### src/hw/rtl/mts_pkg.sv
// ----------------------------------------------------------------------------
// mts_pkg
// Shared types and codes for the multi-timer scheduler: request opcodes,
// response status codes, the response record and the sequencer states.
// ----------------------------------------------------------------------------
package mts_pkg;

   // fixed field widths of the request and response channels
   localparam int OP_W       = 3;
   localparam int SLOT_ID_W  = 4;
   localparam int TIME_IN_W  = 32;
   localparam int TIME_OUT_W = 32;
   localparam int TAG_W      = 16;
   localparam int STATUS_W   = 3;

   typedef enum logic [OP_W-1:0] {
      OP_ADD     = 3'd0,
      OP_CANCEL  = 3'd1,
      OP_PROCESS = 3'd2,
      OP_NEXT    = 3'd3,
      OP_INFO    = 3'd4
   } op_type;

   localparam logic [STATUS_W-1:0] ST_OK       = 3'd0;
   localparam logic [STATUS_W-1:0] ST_FULL     = 3'd1;
   localparam logic [STATUS_W-1:0] ST_INACTIVE = 3'd2;
   localparam logic [STATUS_W-1:0] ST_NONE     = 3'd3;
   localparam logic [STATUS_W-1:0] ST_PENDING  = 3'd4;

   typedef struct packed {
      logic [SLOT_ID_W-1:0]  slot_id;
      logic [STATUS_W-1:0]   status;
      logic [TIME_OUT_W-1:0] time_out;
      logic [TIME_OUT_W-1:0] interval_out;
      logic [TAG_W-1:0]      tag_out;
      logic                  fired;
      logic                  last;
   } rsp_type;

   typedef enum logic [2:0] {
      S_IDLE,
      S_DISPATCH,
      S_SCAN,
      S_DECIDE,
      S_INFO
   } state_type;

endpackage

### src/hw/rtl/mts_ram.sv
// ----------------------------------------------------------------------------
// mts_ram
// Generic single-write, single-read RAM with a registered read port.
// ----------------------------------------------------------------------------
module mts_ram #(
   parameter int WIDTH = 8,
   parameter int DEPTH = 16
) (
   input  logic                                   clock,
   input  logic                                   wr_en,
   input  logic [((DEPTH > 1) ? $clog2(DEPTH) : 1)-1:0] wr_addr,
   input  logic [WIDTH-1:0]                       wr_data,
   input  logic [((DEPTH > 1) ? $clog2(DEPTH) : 1)-1:0] rd_addr,
   output logic [WIDTH-1:0]                       rd_data
);

   logic [WIDTH-1:0] mem [DEPTH];

   always_ff @(posedge clock) begin
      if (wr_en) begin
         mem[wr_addr] <= wr_data;
      end
      rd_data <= mem[rd_addr];
   end

endmodule

### src/hw/rtl/multi_timer_scheduler_top.sv
// ----------------------------------------------------------------------------
// multi_timer_scheduler_top
// Timer slot table with add, cancel, earliest-deadline process and queries,
// run by a small sequencer around one slot RAM and one scan comparator.
// ----------------------------------------------------------------------------
//
//   channel   handshake               payload
//   -------   ---------------------   -----------------------------------------
//   request   req_valid / req_ready   op, slot, time_value, reload_interval,
//                                     user_tag
//   response  rsp_valid / rsp_ready   slot_id, status, time_out, interval_out,
//                                     tag_out, fired, last
//
// Cancel, unknown ops and a missed slot info answer from dispatch; a hit slot
// info reads its slot first. Add and next expiry make one scan of the slot RAM at
// one entry a cycle; process scans once and rescans after each firing.
// Reset clears the active bits at once; a stored entry is only used while its
// slot is active, so the slot RAM needs no clearing pass.
// A stalled response holds the sequencer; req_ready is high only while idle.
// ----------------------------------------------------------------------------
module multi_timer_scheduler_top #(
   parameter int SLOTS     = 16,
   parameter int TIME_BITS = 32,
   parameter int MAX_FIRES = 64
) (
   input  logic                              clock,
   input  logic                              reset,
   input  logic                              req_valid,
   output logic                              req_ready,
   input  logic [mts_pkg::OP_W-1:0]          req_op,
   input  logic [mts_pkg::SLOT_ID_W-1:0]     req_slot,
   input  logic [mts_pkg::TIME_IN_W-1:0]     req_time_value,
   input  logic [mts_pkg::TIME_IN_W-1:0]     req_reload_interval,
   input  logic [mts_pkg::TAG_W-1:0]         req_user_tag,
   output logic                              rsp_valid,
   input  logic                              rsp_ready,
   output logic [mts_pkg::SLOT_ID_W-1:0]     rsp_slot_id,
   output logic [mts_pkg::STATUS_W-1:0]      rsp_status,
   output logic [mts_pkg::TIME_OUT_W-1:0]    rsp_time_out,
   output logic [mts_pkg::TIME_OUT_W-1:0]    rsp_interval_out,
   output logic [mts_pkg::TAG_W-1:0]         rsp_tag_out,
   output logic                              rsp_fired,
   output logic                              rsp_last
);

   import mts_pkg::*;

   localparam int SIDX_W = (SLOTS > 1) ? $clog2(SLOTS) : 1;
   localparam int CNT_W  = $clog2(SLOTS + 1);
   localparam int FCNT_W = $clog2(MAX_FIRES + 1);
   localparam int WORD_W = 2 * TIME_BITS + TAG_W;

   localparam logic [CNT_W-1:0]  SLOT_COUNT = CNT_W'(SLOTS);
   localparam logic [FCNT_W-1:0] FIRE_LIMIT = FCNT_W'(MAX_FIRES);

   // sequencer and request registers
   state_type               state_ff, state_in;
   logic [OP_W-1:0]         op_ff;
   logic [SLOT_ID_W-1:0]    slot_ff;
   logic [TIME_BITS-1:0]    tv_ff;
   logic [TIME_BITS-1:0]    iv_ff;
   logic [TAG_W-1:0]        tag_ff;

   // slot state
   logic [SLOTS-1:0]        active_ff, active_in;

   // scan
   logic [CNT_W-1:0]        cnt_ff, cnt_in;
   logic                    cmp_vld_ff, cmp_vld_in;
   logic [SIDX_W-1:0]       cmp_idx_ff, cmp_idx_in;
   logic                    best_vld_ff, best_vld_in;
   logic [SIDX_W-1:0]       best_idx_ff, best_idx_in;
   logic [TIME_BITS-1:0]    best_dl_ff, best_dl_in;
   logic [TIME_BITS-1:0]    best_per_ff, best_per_in;
   logic [TAG_W-1:0]        best_tag_ff, best_tag_in;

   // firing held until the next scan tells whether it is the last one
   logic                    pend_vld_ff, pend_vld_in;
   rsp_type                 pend_ff, pend_in;
   logic [FCNT_W-1:0]       fire_cnt_ff, fire_cnt_in;

   // response register
   logic                    rsp_valid_ff;
   rsp_type                 rsp_ff;
   logic                    emit;
   rsp_type                 emit_data;
   logic                    out_free;

   // slot RAM: {deadline, period, tag}
   logic                    ram_we;
   logic [SIDX_W-1:0]       ram_waddr;
   logic [WORD_W-1:0]       ram_wdata;
   logic [SIDX_W-1:0]       ram_raddr;
   logic [WORD_W-1:0]       ram_rdata;
   logic [TIME_BITS-1:0]    rd_dl;
   logic [TIME_BITS-1:0]    rd_per;
   logic [TAG_W-1:0]        rd_tag;

   // datapath helpers
   logic [SIDX_W-1:0]       slot_idx;
   logic                    slot_hit;
   logic                    take;
   logic                    more;
   logic                    retire;
   logic [TIME_BITS:0]      reload_sum;
   logic [TIME_BITS-1:0]    remain;
   logic                    start_scan;
   logic                    do_fire;

   mts_ram #(
      .WIDTH (WORD_W),
      .DEPTH (SLOTS)
   ) u_slot_ram (
      .clock   (clock),
      .wr_en   (ram_we),
      .wr_addr (ram_waddr),
      .wr_data (ram_wdata),
      .rd_addr (ram_raddr),
      .rd_data (ram_rdata)
   );

   assign rd_dl  = ram_rdata[WORD_W-1 -: TIME_BITS];
   assign rd_per = ram_rdata[TAG_W +: TIME_BITS];
   assign rd_tag = ram_rdata[TAG_W-1:0];

   // target slot for cancel and info: in range and active
   assign slot_idx = SIDX_W'(slot_ff);
   assign slot_hit = (32'(slot_ff) < 32'(SLOTS)) && active_ff[slot_idx];

   assign out_free = !rsp_valid_ff || rsp_ready;
   assign req_ready = (state_ff == S_IDLE);

   // scan comparator: decide whether the entry just read replaces the best
   always_comb begin
      case (op_ff)
         OP_ADD: begin
            // first free slot wins
            take = !active_ff[cmp_idx_ff] && !best_vld_ff;
         end
         OP_PROCESS: begin
            take = active_ff[cmp_idx_ff] && (rd_dl <= tv_ff)
                   && (!best_vld_ff || (rd_dl < best_dl_ff));
         end
         default: begin
            take = active_ff[cmp_idx_ff] && (!best_vld_ff || (rd_dl < best_dl_ff));
         end
      endcase
   end

   // a zero period or a reload past the top of the time range retires the slot
   assign reload_sum = {1'b0, best_dl_ff} + {1'b0, best_per_ff};
   assign retire     = (best_per_ff == '0) || reload_sum[TIME_BITS];
   assign remain     = (best_dl_ff >= tv_ff) ? (best_dl_ff - tv_ff) : '0;
   assign more       = best_vld_ff && (fire_cnt_ff != FIRE_LIMIT);

   always_comb begin
      state_in    = state_ff;
      active_in   = active_ff;
      cnt_in      = cnt_ff;
      cmp_vld_in  = cmp_vld_ff;
      cmp_idx_in  = cmp_idx_ff;
      best_vld_in = best_vld_ff;
      best_idx_in = best_idx_ff;
      best_dl_in  = best_dl_ff;
      best_per_in = best_per_ff;
      best_tag_in = best_tag_ff;
      pend_vld_in = pend_vld_ff;
      pend_in     = pend_ff;
      fire_cnt_in = fire_cnt_ff;
      emit        = 1'b0;
      emit_data   = '0;
      ram_we      = 1'b0;
      ram_waddr   = best_idx_ff;
      ram_wdata   = {tv_ff, iv_ff, tag_ff};
      ram_raddr   = slot_idx;
      start_scan  = 1'b0;
      do_fire     = 1'b0;

      case (state_ff)
         S_IDLE: begin
            if (req_valid) begin
               state_in = S_DISPATCH;
            end
         end

         S_DISPATCH: begin
            case (op_ff)
               OP_ADD, OP_NEXT: begin
                  start_scan = 1'b1;
               end
               OP_PROCESS: begin
                  start_scan  = 1'b1;
                  fire_cnt_in = '0;
                  pend_vld_in = 1'b0;
               end
               OP_CANCEL: begin
                  if (out_free) begin
                     emit              = 1'b1;
                     emit_data.slot_id = slot_ff;
                     emit_data.status  = slot_hit ? ST_OK : ST_INACTIVE;
                     emit_data.last    = 1'b1;
                     if (slot_hit) begin
                        active_in[slot_idx] = 1'b0;
                     end
                     state_in = S_IDLE;
                  end
               end
               OP_INFO: begin
                  if (slot_hit) begin
                     state_in = S_INFO;
                  end else if (out_free) begin
                     emit              = 1'b1;
                     emit_data.slot_id = slot_ff;
                     emit_data.status  = ST_INACTIVE;
                     emit_data.last    = 1'b1;
                     state_in          = S_IDLE;
                  end
               end
               default: begin
                  // unknown op: one empty closing response
                  if (out_free) begin
                     emit           = 1'b1;
                     emit_data.last = 1'b1;
                     state_in       = S_IDLE;
                  end
               end
            endcase
         end

         S_INFO: begin
            // read address holds on the target slot, so the data stays put
            if (out_free) begin
               emit                   = 1'b1;
               emit_data.slot_id      = slot_ff;
               emit_data.status       = ST_OK;
               emit_data.time_out     = TIME_OUT_W'(rd_dl);
               emit_data.interval_out = TIME_OUT_W'(rd_per);
               emit_data.tag_out      = rd_tag;
               emit_data.last         = 1'b1;
               state_in               = S_IDLE;
            end
         end

         S_SCAN: begin
            // issue one read a cycle, compare the entry read the cycle before
            if (cnt_ff < SLOT_COUNT) begin
               ram_raddr  = cnt_ff[SIDX_W-1:0];
               cnt_in     = cnt_ff + 1'b1;
               cmp_vld_in = 1'b1;
               cmp_idx_in = cnt_ff[SIDX_W-1:0];
            end else begin
               cmp_vld_in = 1'b0;
               if (!cmp_vld_ff) begin
                  state_in = S_DECIDE;
               end
            end
            if (cmp_vld_ff && take) begin
               best_vld_in = 1'b1;
               best_idx_in = cmp_idx_ff;
               best_dl_in  = rd_dl;
               best_per_in = rd_per;
               best_tag_in = rd_tag;
            end
         end

         S_DECIDE: begin
            case (op_ff)
               OP_ADD: begin
                  if (out_free) begin
                     emit           = 1'b1;
                     emit_data.last = 1'b1;
                     if (best_vld_ff) begin
                        ram_we                 = 1'b1;
                        active_in[best_idx_ff] = 1'b1;
                        emit_data.slot_id      = SLOT_ID_W'(best_idx_ff);
                        emit_data.status       = ST_OK;
                     end else begin
                        emit_data.status = ST_FULL;
                     end
                     state_in = S_IDLE;
                  end
               end
               OP_PROCESS: begin
                  if (pend_vld_ff) begin
                     // release the held firing once the rescan is in
                     if (out_free) begin
                        emit           = 1'b1;
                        emit_data      = pend_ff;
                        emit_data.last = !more;
                        if (best_vld_ff && !more) begin
                           emit_data.status = ST_PENDING;
                        end
                        if (more) begin
                           do_fire = 1'b1;
                        end else begin
                           pend_vld_in = 1'b0;
                           state_in    = S_IDLE;
                        end
                     end
                  end else if (best_vld_ff) begin
                     do_fire = 1'b1;
                  end else if (out_free) begin
                     emit             = 1'b1;
                     emit_data.status = ST_NONE;
                     emit_data.last   = 1'b1;
                     state_in         = S_IDLE;
                  end
               end
               default: begin
                  // next expiry
                  if (out_free) begin
                     emit           = 1'b1;
                     emit_data.last = 1'b1;
                     if (best_vld_ff) begin
                        emit_data.slot_id      = SLOT_ID_W'(best_idx_ff);
                        emit_data.status       = ST_OK;
                        emit_data.time_out     = TIME_OUT_W'(remain);
                        emit_data.interval_out = TIME_OUT_W'(best_per_ff);
                        emit_data.tag_out      = best_tag_ff;
                     end else begin
                        emit_data.status = ST_NONE;
                     end
                     state_in = S_IDLE;
                  end
               end
            endcase
         end

         default: begin
            state_in = S_IDLE;
         end
      endcase

      // fire the best due slot: hold its result, reload or free it, rescan
      if (do_fire) begin
         pend_vld_in          = 1'b1;
         pend_in              = '0;
         pend_in.slot_id      = SLOT_ID_W'(best_idx_ff);
         pend_in.status       = ST_OK;
         pend_in.time_out     = TIME_OUT_W'(best_dl_ff);
         pend_in.interval_out = TIME_OUT_W'(best_per_ff);
         pend_in.tag_out      = best_tag_ff;
         pend_in.fired        = 1'b1;
         fire_cnt_in          = fire_cnt_ff + 1'b1;
         if (retire) begin
            active_in[best_idx_ff] = 1'b0;
         end else begin
            ram_we    = 1'b1;
            ram_wdata = {reload_sum[TIME_BITS-1:0], best_per_ff, best_tag_ff};
         end
         start_scan = 1'b1;
      end

      if (start_scan) begin
         cnt_in      = '0;
         cmp_vld_in  = 1'b0;
         best_vld_in = 1'b0;
         state_in    = S_SCAN;
      end
   end

   // control registers
   always_ff @(posedge clock) begin
      if (reset) begin
         state_ff     <= S_IDLE;
         active_ff    <= '0;
         cmp_vld_ff   <= 1'b0;
         best_vld_ff  <= 1'b0;
         pend_vld_ff  <= 1'b0;
         fire_cnt_ff  <= '0;
         cnt_ff       <= '0;
         rsp_valid_ff <= 1'b0;
      end else begin
         state_ff    <= state_in;
         active_ff   <= active_in;
         cmp_vld_ff  <= cmp_vld_in;
         best_vld_ff <= best_vld_in;
         pend_vld_ff <= pend_vld_in;
         fire_cnt_ff <= fire_cnt_in;
         cnt_ff      <= cnt_in;
         if (out_free) begin
            rsp_valid_ff <= emit;
         end
      end
   end

   // payload registers
   always_ff @(posedge clock) begin
      if (req_valid && req_ready) begin
         op_ff   <= req_op;
         slot_ff <= req_slot;
         tv_ff   <= TIME_BITS'(req_time_value);
         iv_ff   <= TIME_BITS'(req_reload_interval);
         tag_ff  <= req_user_tag;
      end
      cmp_idx_ff  <= cmp_idx_in;
      best_idx_ff <= best_idx_in;
      best_dl_ff  <= best_dl_in;
      best_per_ff <= best_per_in;
      best_tag_ff <= best_tag_in;
      pend_ff     <= pend_in;
      if (out_free && emit) begin
         rsp_ff <= emit_data;
      end
   end

   assign rsp_valid        = rsp_valid_ff;
   assign rsp_slot_id      = rsp_ff.slot_id;
   assign rsp_status       = rsp_ff.status;
   assign rsp_time_out     = rsp_ff.time_out;
   assign rsp_interval_out = rsp_ff.interval_out;
   assign rsp_tag_out      = rsp_ff.tag_out;
   assign rsp_fired        = rsp_ff.fired;
   assign rsp_last         = rsp_ff.last;

   // firing count never runs past the result limit
   a_fire_limit: assert property (@(posedge clock) disable iff (reset)
      fire_cnt_ff <= FIRE_LIMIT)
      else $error("firing count past limit");

   // a held firing keeps new requests out
   a_pend_blocks: assert property (@(posedge clock) disable iff (reset)
      pend_vld_ff |-> !req_ready)
      else $error("request taken while a firing is held");

   // only the closing response of a process call may flag pending firings
   a_pending_last: assert property (@(posedge clock) disable iff (reset)
      (rsp_valid && rsp_status == ST_PENDING) |-> (rsp_last && rsp_fired))
      else $error("pending status on a response that does not close");

   // an accepted request keeps the sequencer busy in the next cycle
   a_busy_after_accept: assert property (@(posedge clock) disable iff (reset)
      (req_valid && req_ready) |=> !req_ready)
      else $error("ready right after accept");

endmodule

### config.mk
export PLATFORM = sky130hd
export DESIGN_NAME = multi_timer_scheduler_top
export DESIGN_NICKNAME = d
export VERILOG_FILES = /design/src/hw/rtl/mts_pkg.sv /design/src/hw/rtl/mts_ram.sv /design/src/hw/rtl/multi_timer_scheduler_top.sv
export SDC_FILE = /design/constraint.sdc
export NUM_CORES = 2
export LEC_CHECK = 0
export ABC_AREA = 0
export ABC_CLOCK_PERIOD_IN_PS = 12200
export BUFFER_PORTS_ARGS = -buffer_cell sky130_fd_sc_hd__buf_2
export CAP_MARGIN = 5
export CORE_MARGIN = 10
export CORE_UTILIZATION = 62
export CTS_CLUSTER_SIZE = 14
export DETAILED_ROUTE_END_ITERATION = 8
export HOLD_SLACK_MARGIN = 0.1
export PLACE_DENSITY = 0.79
export SYNTH_ARGS = -nofsm -noshare
export SYNTH_HDL_FRONTEND = slang
export SYNTH_HIERARCHICAL = 1
export SYNTH_SLANG_ARGS = --single-unit
### constraint.sdc
create_clock -name clock -period 12.2 [get_ports clock]
set_input_delay 0.61 -clock clock [delete_from_list [all_inputs] [get_ports clock]]
set_output_delay 0.61 -clock clock [all_outputs]
set_load 0.005 [all_outputs]
Word-level counts from Yosys, hierarchy flattened --
Memories as Yosys holds them, arrays and structs flattened. A register that Yosys moved wholly into a read port is not among the register bits. Cells that the tools add are included.
Operators by class: $add $sub $neg 4, order comparisons 9, equality and inequality tests 25, mux-type cells 95, bitwise gates (word level) 5, reductions and logical operators 33
Operators by type and width (number):
- one-hot mux 80 bit (2 select lines) | 2
- 2-to-1 mux 80 bit | 3
- 2-to-1 mux 87 bit | 2
- 2-to-1 mux 16 bit | 8
- 2-to-1 mux 89 bit | 1
- 2-to-1 mux 81 bit | 1
- 2-to-1 mux 7 bit | 7
- 2-to-1 mux 3 bit | 13
- 2-to-1 mux 1 bit | 34
- adder 32 x 32 -> 33 bit | 1
- bitwise AND 16 bit | 2
- >= comparator 32 bit | 1
- less-or-equal comparator 32 bit | 1
- logical NOT 32 bit | 1
- less-than comparator 32 bit | 1
- 2-to-1 mux 32 bit | 1
- NOT 16 bit | 2
- one-hot mux 16 bit (2 select lines) | 1
- subtractor 32 bit | 1
- one-hot mux 7 bit (2 select lines) | 2
- one-hot mux 7 bit (3 select lines) | 1
- 2-to-1 mux 4 bit | 4
- bitwise OR 16 bit | 1
- less-than comparator 4 x 5 -> 1 bit (second input constant) | 3
- other kinds (32) | 77
Word-level totals: flip-flop bits (word level) 383, memory bits (writable) 1280, logic and storage cells 202, memories 1
Memories:
- u_slot_ram.mem | words 16, bits a word 80, rd ports 1, clocked after Yosys merged registers in 1, wr ports 1, line mts_ram.sv:17 | logic [WIDTH-1:0] mem [DEPTH];

Depth between registers and ports, before layout --
word-level depth 13, mapped depth 14

Modules after synthesis --
Netlist, hierarchy kept.
By module, submodules not included:
- mts_ram | times used 1, cells each 2054, area an instance 49422.4 um2, seq. area each 40038.4 um2
- multi_timer_scheduler_top | times used 1, cells each 1666, area an instance 19970.4 um2, seq. area each 11150.7 um2

Least setup slack after synthesis --
Ideal clock, no wire load.
path type reg-to-reg, start point register best_dl_ff[0], end point memory u_slot_ram/mem[0][0] in the netlist's numbering (enable), data arrival time 8.327 ns, setup slack 3.257 ns, stages on the path, launching flop included 13, buffers on the path 0, cell sequence edfxtp_1 -> ha_1 -> inv_1 -> fa_1 -> nor2b_1 -> o2111ai_1 -> nand4b_1 -> a221o_1 -> a211oi_2 -> o21ai_2 -> o21ai_0 -> or3b_2 -> nor3_1
On the way: longest elaborated chain between the ends 6
Ends and longest elaborated chain:
- from (decl) | line multi_timer_scheduler_top.sv:73 | logic [TIME_BITS-1:0] best_dl_ff, best_dl_in;
- from (signal assigned) | line multi_timer_scheduler_top.sv:398 | best_dl_ff <= best_dl_in;
- adder 32 x 32 -> 33 bit | line multi_timer_scheduler_top.sv:151 | assign reload_sum = {1'b0, best_dl_ff} + {1'b0, best_per_ff};
- logical OR 1 bit | line multi_timer_scheduler_top.sv:152 | assign retire = (best_per_ff == '0) || reload_sum[TIME_BITS];
- 2-to-1 mux 1 bit | line multi_timer_scheduler_top.sv:345 | if (retire) begin
- 2-to-1 mux 1 bit | line multi_timer_scheduler_top.sv:335 | if (do_fire) begin
- named net ram_we | line multi_timer_scheduler_top.sv:90 | logic ram_we;
- 2-to-1 mux 1 bit | line mts_ram.sv:20 | if (wr_en) begin
- 2-to-1 mux 1 bit (not written as such) | line mts_ram.sv:21 | mem[wr_addr] <= wr_data;
- to (decl) | line mts_ram.sv:17
The timed path passes the listed nets, and every way through them passes these cells.

Worst setup path in the final report --
start point register best_per_ff[0], end point memory u_slot_ram/mem[11][7] in the netlist's numbering (enable)
On the way: longest elaborated chain between the ends 6, elaborated cells on any way between the ends 7, classes of those cells add/sub: 1; mux: 4; reduce/logical: 2
Ends and longest elaborated chain:
- from (decl) | line multi_timer_scheduler_top.sv:74 | logic [TIME_BITS-1:0] best_per_ff, best_per_in;
- from (signal assigned) | line multi_timer_scheduler_top.sv:399 | best_per_ff <= best_per_in;
- adder 32 x 32 -> 33 bit / logical NOT 32 bit (equally long branches) | line multi_timer_scheduler_top.sv:151, multi_timer_scheduler_top.sv:152
- logical OR 1 bit (*) | line multi_timer_scheduler_top.sv:152
- 2-to-1 mux 1 bit (*) | line multi_timer_scheduler_top.sv:345
- 2-to-1 mux 1 bit (*) | line multi_timer_scheduler_top.sv:335
- named net ram_we | line multi_timer_scheduler_top.sv:90
- 2-to-1 mux 1 bit (*) | line mts_ram.sv:20
- 2-to-1 mux 1 bit (not written as such) (*) | line mts_ram.sv:21
Mark *: on every way through the listed nets, which the timed path passes. The rest lies on a longest branch.

==> out/qor.txt <==
status -> completed
Core ar. -> 111000 um2
maximum VDD drop -> 0.176 mV
CTS buffer count -> 168
Clock Pin Slew Worst Setup and Hold Paths -> 60 ps
top_reg_cell synth -> edfxtp_1
placer congestion estimate -> 0.999
hold_ws -> 217 ps
Post-Place Cell Area -> 72100 um2
worst slew pin tran -> 1280 ps
leakage -> 26.6 nW
share of post-route cells with drive strength above 1 -> 0.221
Cell variety after synth -> 76
post-DP HPWL -> 108000 um
Die H -> 355 um
first-pass GRT wire length -> 272000 um
Post-Syn Area -> 69400 um2
DRT antenna net count -> 0
die extent in x -> 355 um
Synth Register Bits -> 1743
Max-Cap Viols -> 0
Crit Path Category -> reg -> reg
Req. time, crit path -> 12600 ps
Clock Skew -> 29.4 ps
design area -> 78200 um2
IO buf count -> 181
Area Overhead vs Synth -> 12.8%
max-slew violations -> 0
Final setup violation count -> 0
CTS root buffer -> clkbuf_16
Final TNS setup -> 0 ps
hold crit path type -> in -> reg
Post-Syn Area per Cell -> 18.7 um2
sequential cell area fraction in the yosys report -> 0.738
fmax -> 0.161 GHz
CP max FO -> 42
Tmin final -> 6220 ps
final period utilization -> 0.510
die footprint -> 126000 um2
number of synthesized flops with an enable pin -> 1628
Top-Level Pins -> 182
Worst-Skew Late Latency -> 800 ps
htree depth -> 4
final std cells w/o fill -> 5691
largest net degree at the start of global routing -> 159
warnings from Yosys -> 6
remaining routing DRC violations -> 0
routed via count -> 39070
fin util -> 0.705
initial antenna violation count -> 11
first drt pass iteration count -> 8
Placed Instances -> 5290
vias in the first global route -> 39017
CTS tree -> done
post-CTS setup buffers -> 0
Fin. Hold Viols -> 0
gr usage total -> 0.297
initial drt markers -> 5699
drt wl/cell -> 32.9 um
Vias/cell -> 6.87
fraction of registers with async set/reset -> 0
crit path launch type -> register
max_slew headroom -> 0.122
RSZ-0062 raised after global routing -> false
clock buffer depth -> 3
# clock sinks -> 1743
overflow left after global routing -> 0
Mapped Cells -> 3720
nets@finish -> 4281
syn nets -> 3943
initial core utilization -> 0.625
Crit path arrival time -> 6620 ps
CP Capture Type -> register
pwr dens -> 167 nW/um2
routed wire length -> 187000 um
Cell Rows -> 122
area by class of cell:
type,count,area (um2)
Clock buffer,224,4590
Sequential cell,1743,51200
Antenna cell,1,2.50
Tap cell,1488,1860
Multi-Input combinational cell,1667,17100
Timing Repair Buffer,342,2340
Inverter,136,513
Fill cell,6567,32700
Clock inverter,90,691
synthesized netlist by cell type (5+ instances only):
cell,n,area share
a22oi_1,179,0.019
nor2_1,103,0.0056
a22o_1,5,0.00063
nand2b_1,21,0.0019
a21o_1,49,0.0053
and4_1,5,0.00063
dfxtp_1,115,0.033
a31oi_1,8,0.00072
inv_1,136,0.0074
nor3_1,28,0.0020
o21a_1,14,0.0015
a2111oi_1,12,0.0017
buf_1,33,0.0018
buf_6,14,0.0023
o21bai_1,16,0.0017
or3_1,7,0.00063
clkbuf_1,89,0.0048
and3_1,9,0.00081
buf_4,10,0.0011
o21ai_0,95,0.0069
xnor2_1,31,0.0039
and2_1,6,0.00054
a211o_1,5,0.00063
ha_1,130,0.023
nand2_1,185,0.010
a211oi_1,7,0.00076
nand4_1,28,0.0025
nor4_1,13,0.0012
o211ai_1,5,0.00054
nand3_1,20,0.0014
nor2b_1,17,0.0015
mux2_2,50,0.0081
a222oi_1,51,0.0074
buf_2,28,0.0020
xor2_1,31,0.0039
mux4_2,330,0.11
a21oi_1,113,0.0081
mux2i_1,16,0.0023
edfxtp_1,1628,0.70
power by group:
| group | total (mW) | internal (mW) | switching [mW] | leakage, nW |
|---|---|---|---|---|
| Clock | 5.00 | 2.75 | 2.25 | 2.59 |
| Sequential | 6.87 | 6.74 | 0.131 | 15.7 |
| Combinational | 1.17 | 0.463 | 0.709 | 8.27 |
stage by stage:
stage / power [mW] / worst slack, ps
after floorplan: 7.69 / 3260
after global placement: 8.08 / 6370
after detailed placement: 8.10 / 6230
after CTS: 13.1 / 6180
after global routing: 13.4 / 5830
final: 13.0 / 5980
cell usage in the layout, fill, tap and decap left out, drive strengths merged, types with 31 or more instances in the layout:
| cell | n |
|---|---|
| a21o | 49 |
| a21oi | 113 |
| a222oi | 51 |
| a22oi | 179 |
| buf | 258 |
| clkbuf | 224 |
| clkinv | 72 |
| dfxtp | 115 |
| dlygate4sd3 | 84 |
| edfxtp | 1628 |
| ha | 130 |
| inv | 146 |
| mux2 | 52 |
| mux4 | 330 |
| nand2 | 186 |
| nor2 | 104 |
| o21ai | 99 |
| xnor2 | 31 |
| xor2 | 31 |
metal layers:
| metal | wire length, um | track usage | share of wire |
|---|---|---|---|
| met1 | 66900 | 0.402 | 0.36 |
| met2 | 89200 | 0.464 | 0.48 |
| met3 | 21800 | 0.0648 | 0.12 |
| met4 | 9070 | 0.137 | 0.048 |
| met5 | 96 | 0 | 0.00051 |
final timing paths:
| kind | start | slack [ps] | cells after the start | end |
|---|---|---|---|---|
| hold reg to reg | u_slot_ram/rd_data[13] | 430 | 0 | best_tag_ff[13] |
| hold / removal | req_time_value[31] | 220 | 1 | tv_ff[31] |
| setup / recovery | best_per_ff[0] | 5980 | 14 | u_slot_ram/mem[11][7] |
| setup reg to reg | best_per_ff[0] | 5980 | 14 | u_slot_ram/mem[11][7] |
registers in the layout, indices dropped and copies added, names as in the netlist, 3 cells and up:
register            cells
u_slot_ram/rd_data     80
iv_ff                  32
fire_cnt_ff             7
best_tag_ff            16
tv_ff                  32
rsp_status              3
slot_ff                 4
state_ff                3
cnt_ff                  5
rsp_time_out           32
pend_ff                84
best_idx_ff             4
op_ff                   3
rsp_slot_id             4
best_per_ff            32
u_slot_ram/mem       1280
tag_ff                 16
active_ff              16
best_dl_ff             32
rsp_interval_out       32
rsp_tag_out            16
cmp_idx_ff              4
critical path, cell delays in order (launching register included):
cell and delay, ps:
edfxtp_1 480, ha_1 250, inv_1 80, fa_1 210, nor2b_1 80, o2111ai_1 340, nand4b_1 180, a221o_1 430
a211oi_2 350, o21ai_2 190, o21ai_0 690, nand3b_1 440, nor2_4 670, buf_4 620, buf_4 790
timing repair:
item	CTS	global route
setup endpoints to repair	0	0
hold buffers	84	0
hold endpoints to repair	84	0
resized for setup	0	0
cells by family after synthesis:
kind of cell,count (synthesis),share of synthesized area
flip-flops,1743,0.738
AO/OA/AOI/OAI,614,0.0624
AND/OR/NAND/NOR,461,0.0309
multiplexers,398,0.118
buffers and inverters,310,0.0193
adder cells (fa/ha/maj),132,0.0240
XOR/XNOR,62,0.00783
Note: power is estimated with default switching activity, not from simulation.
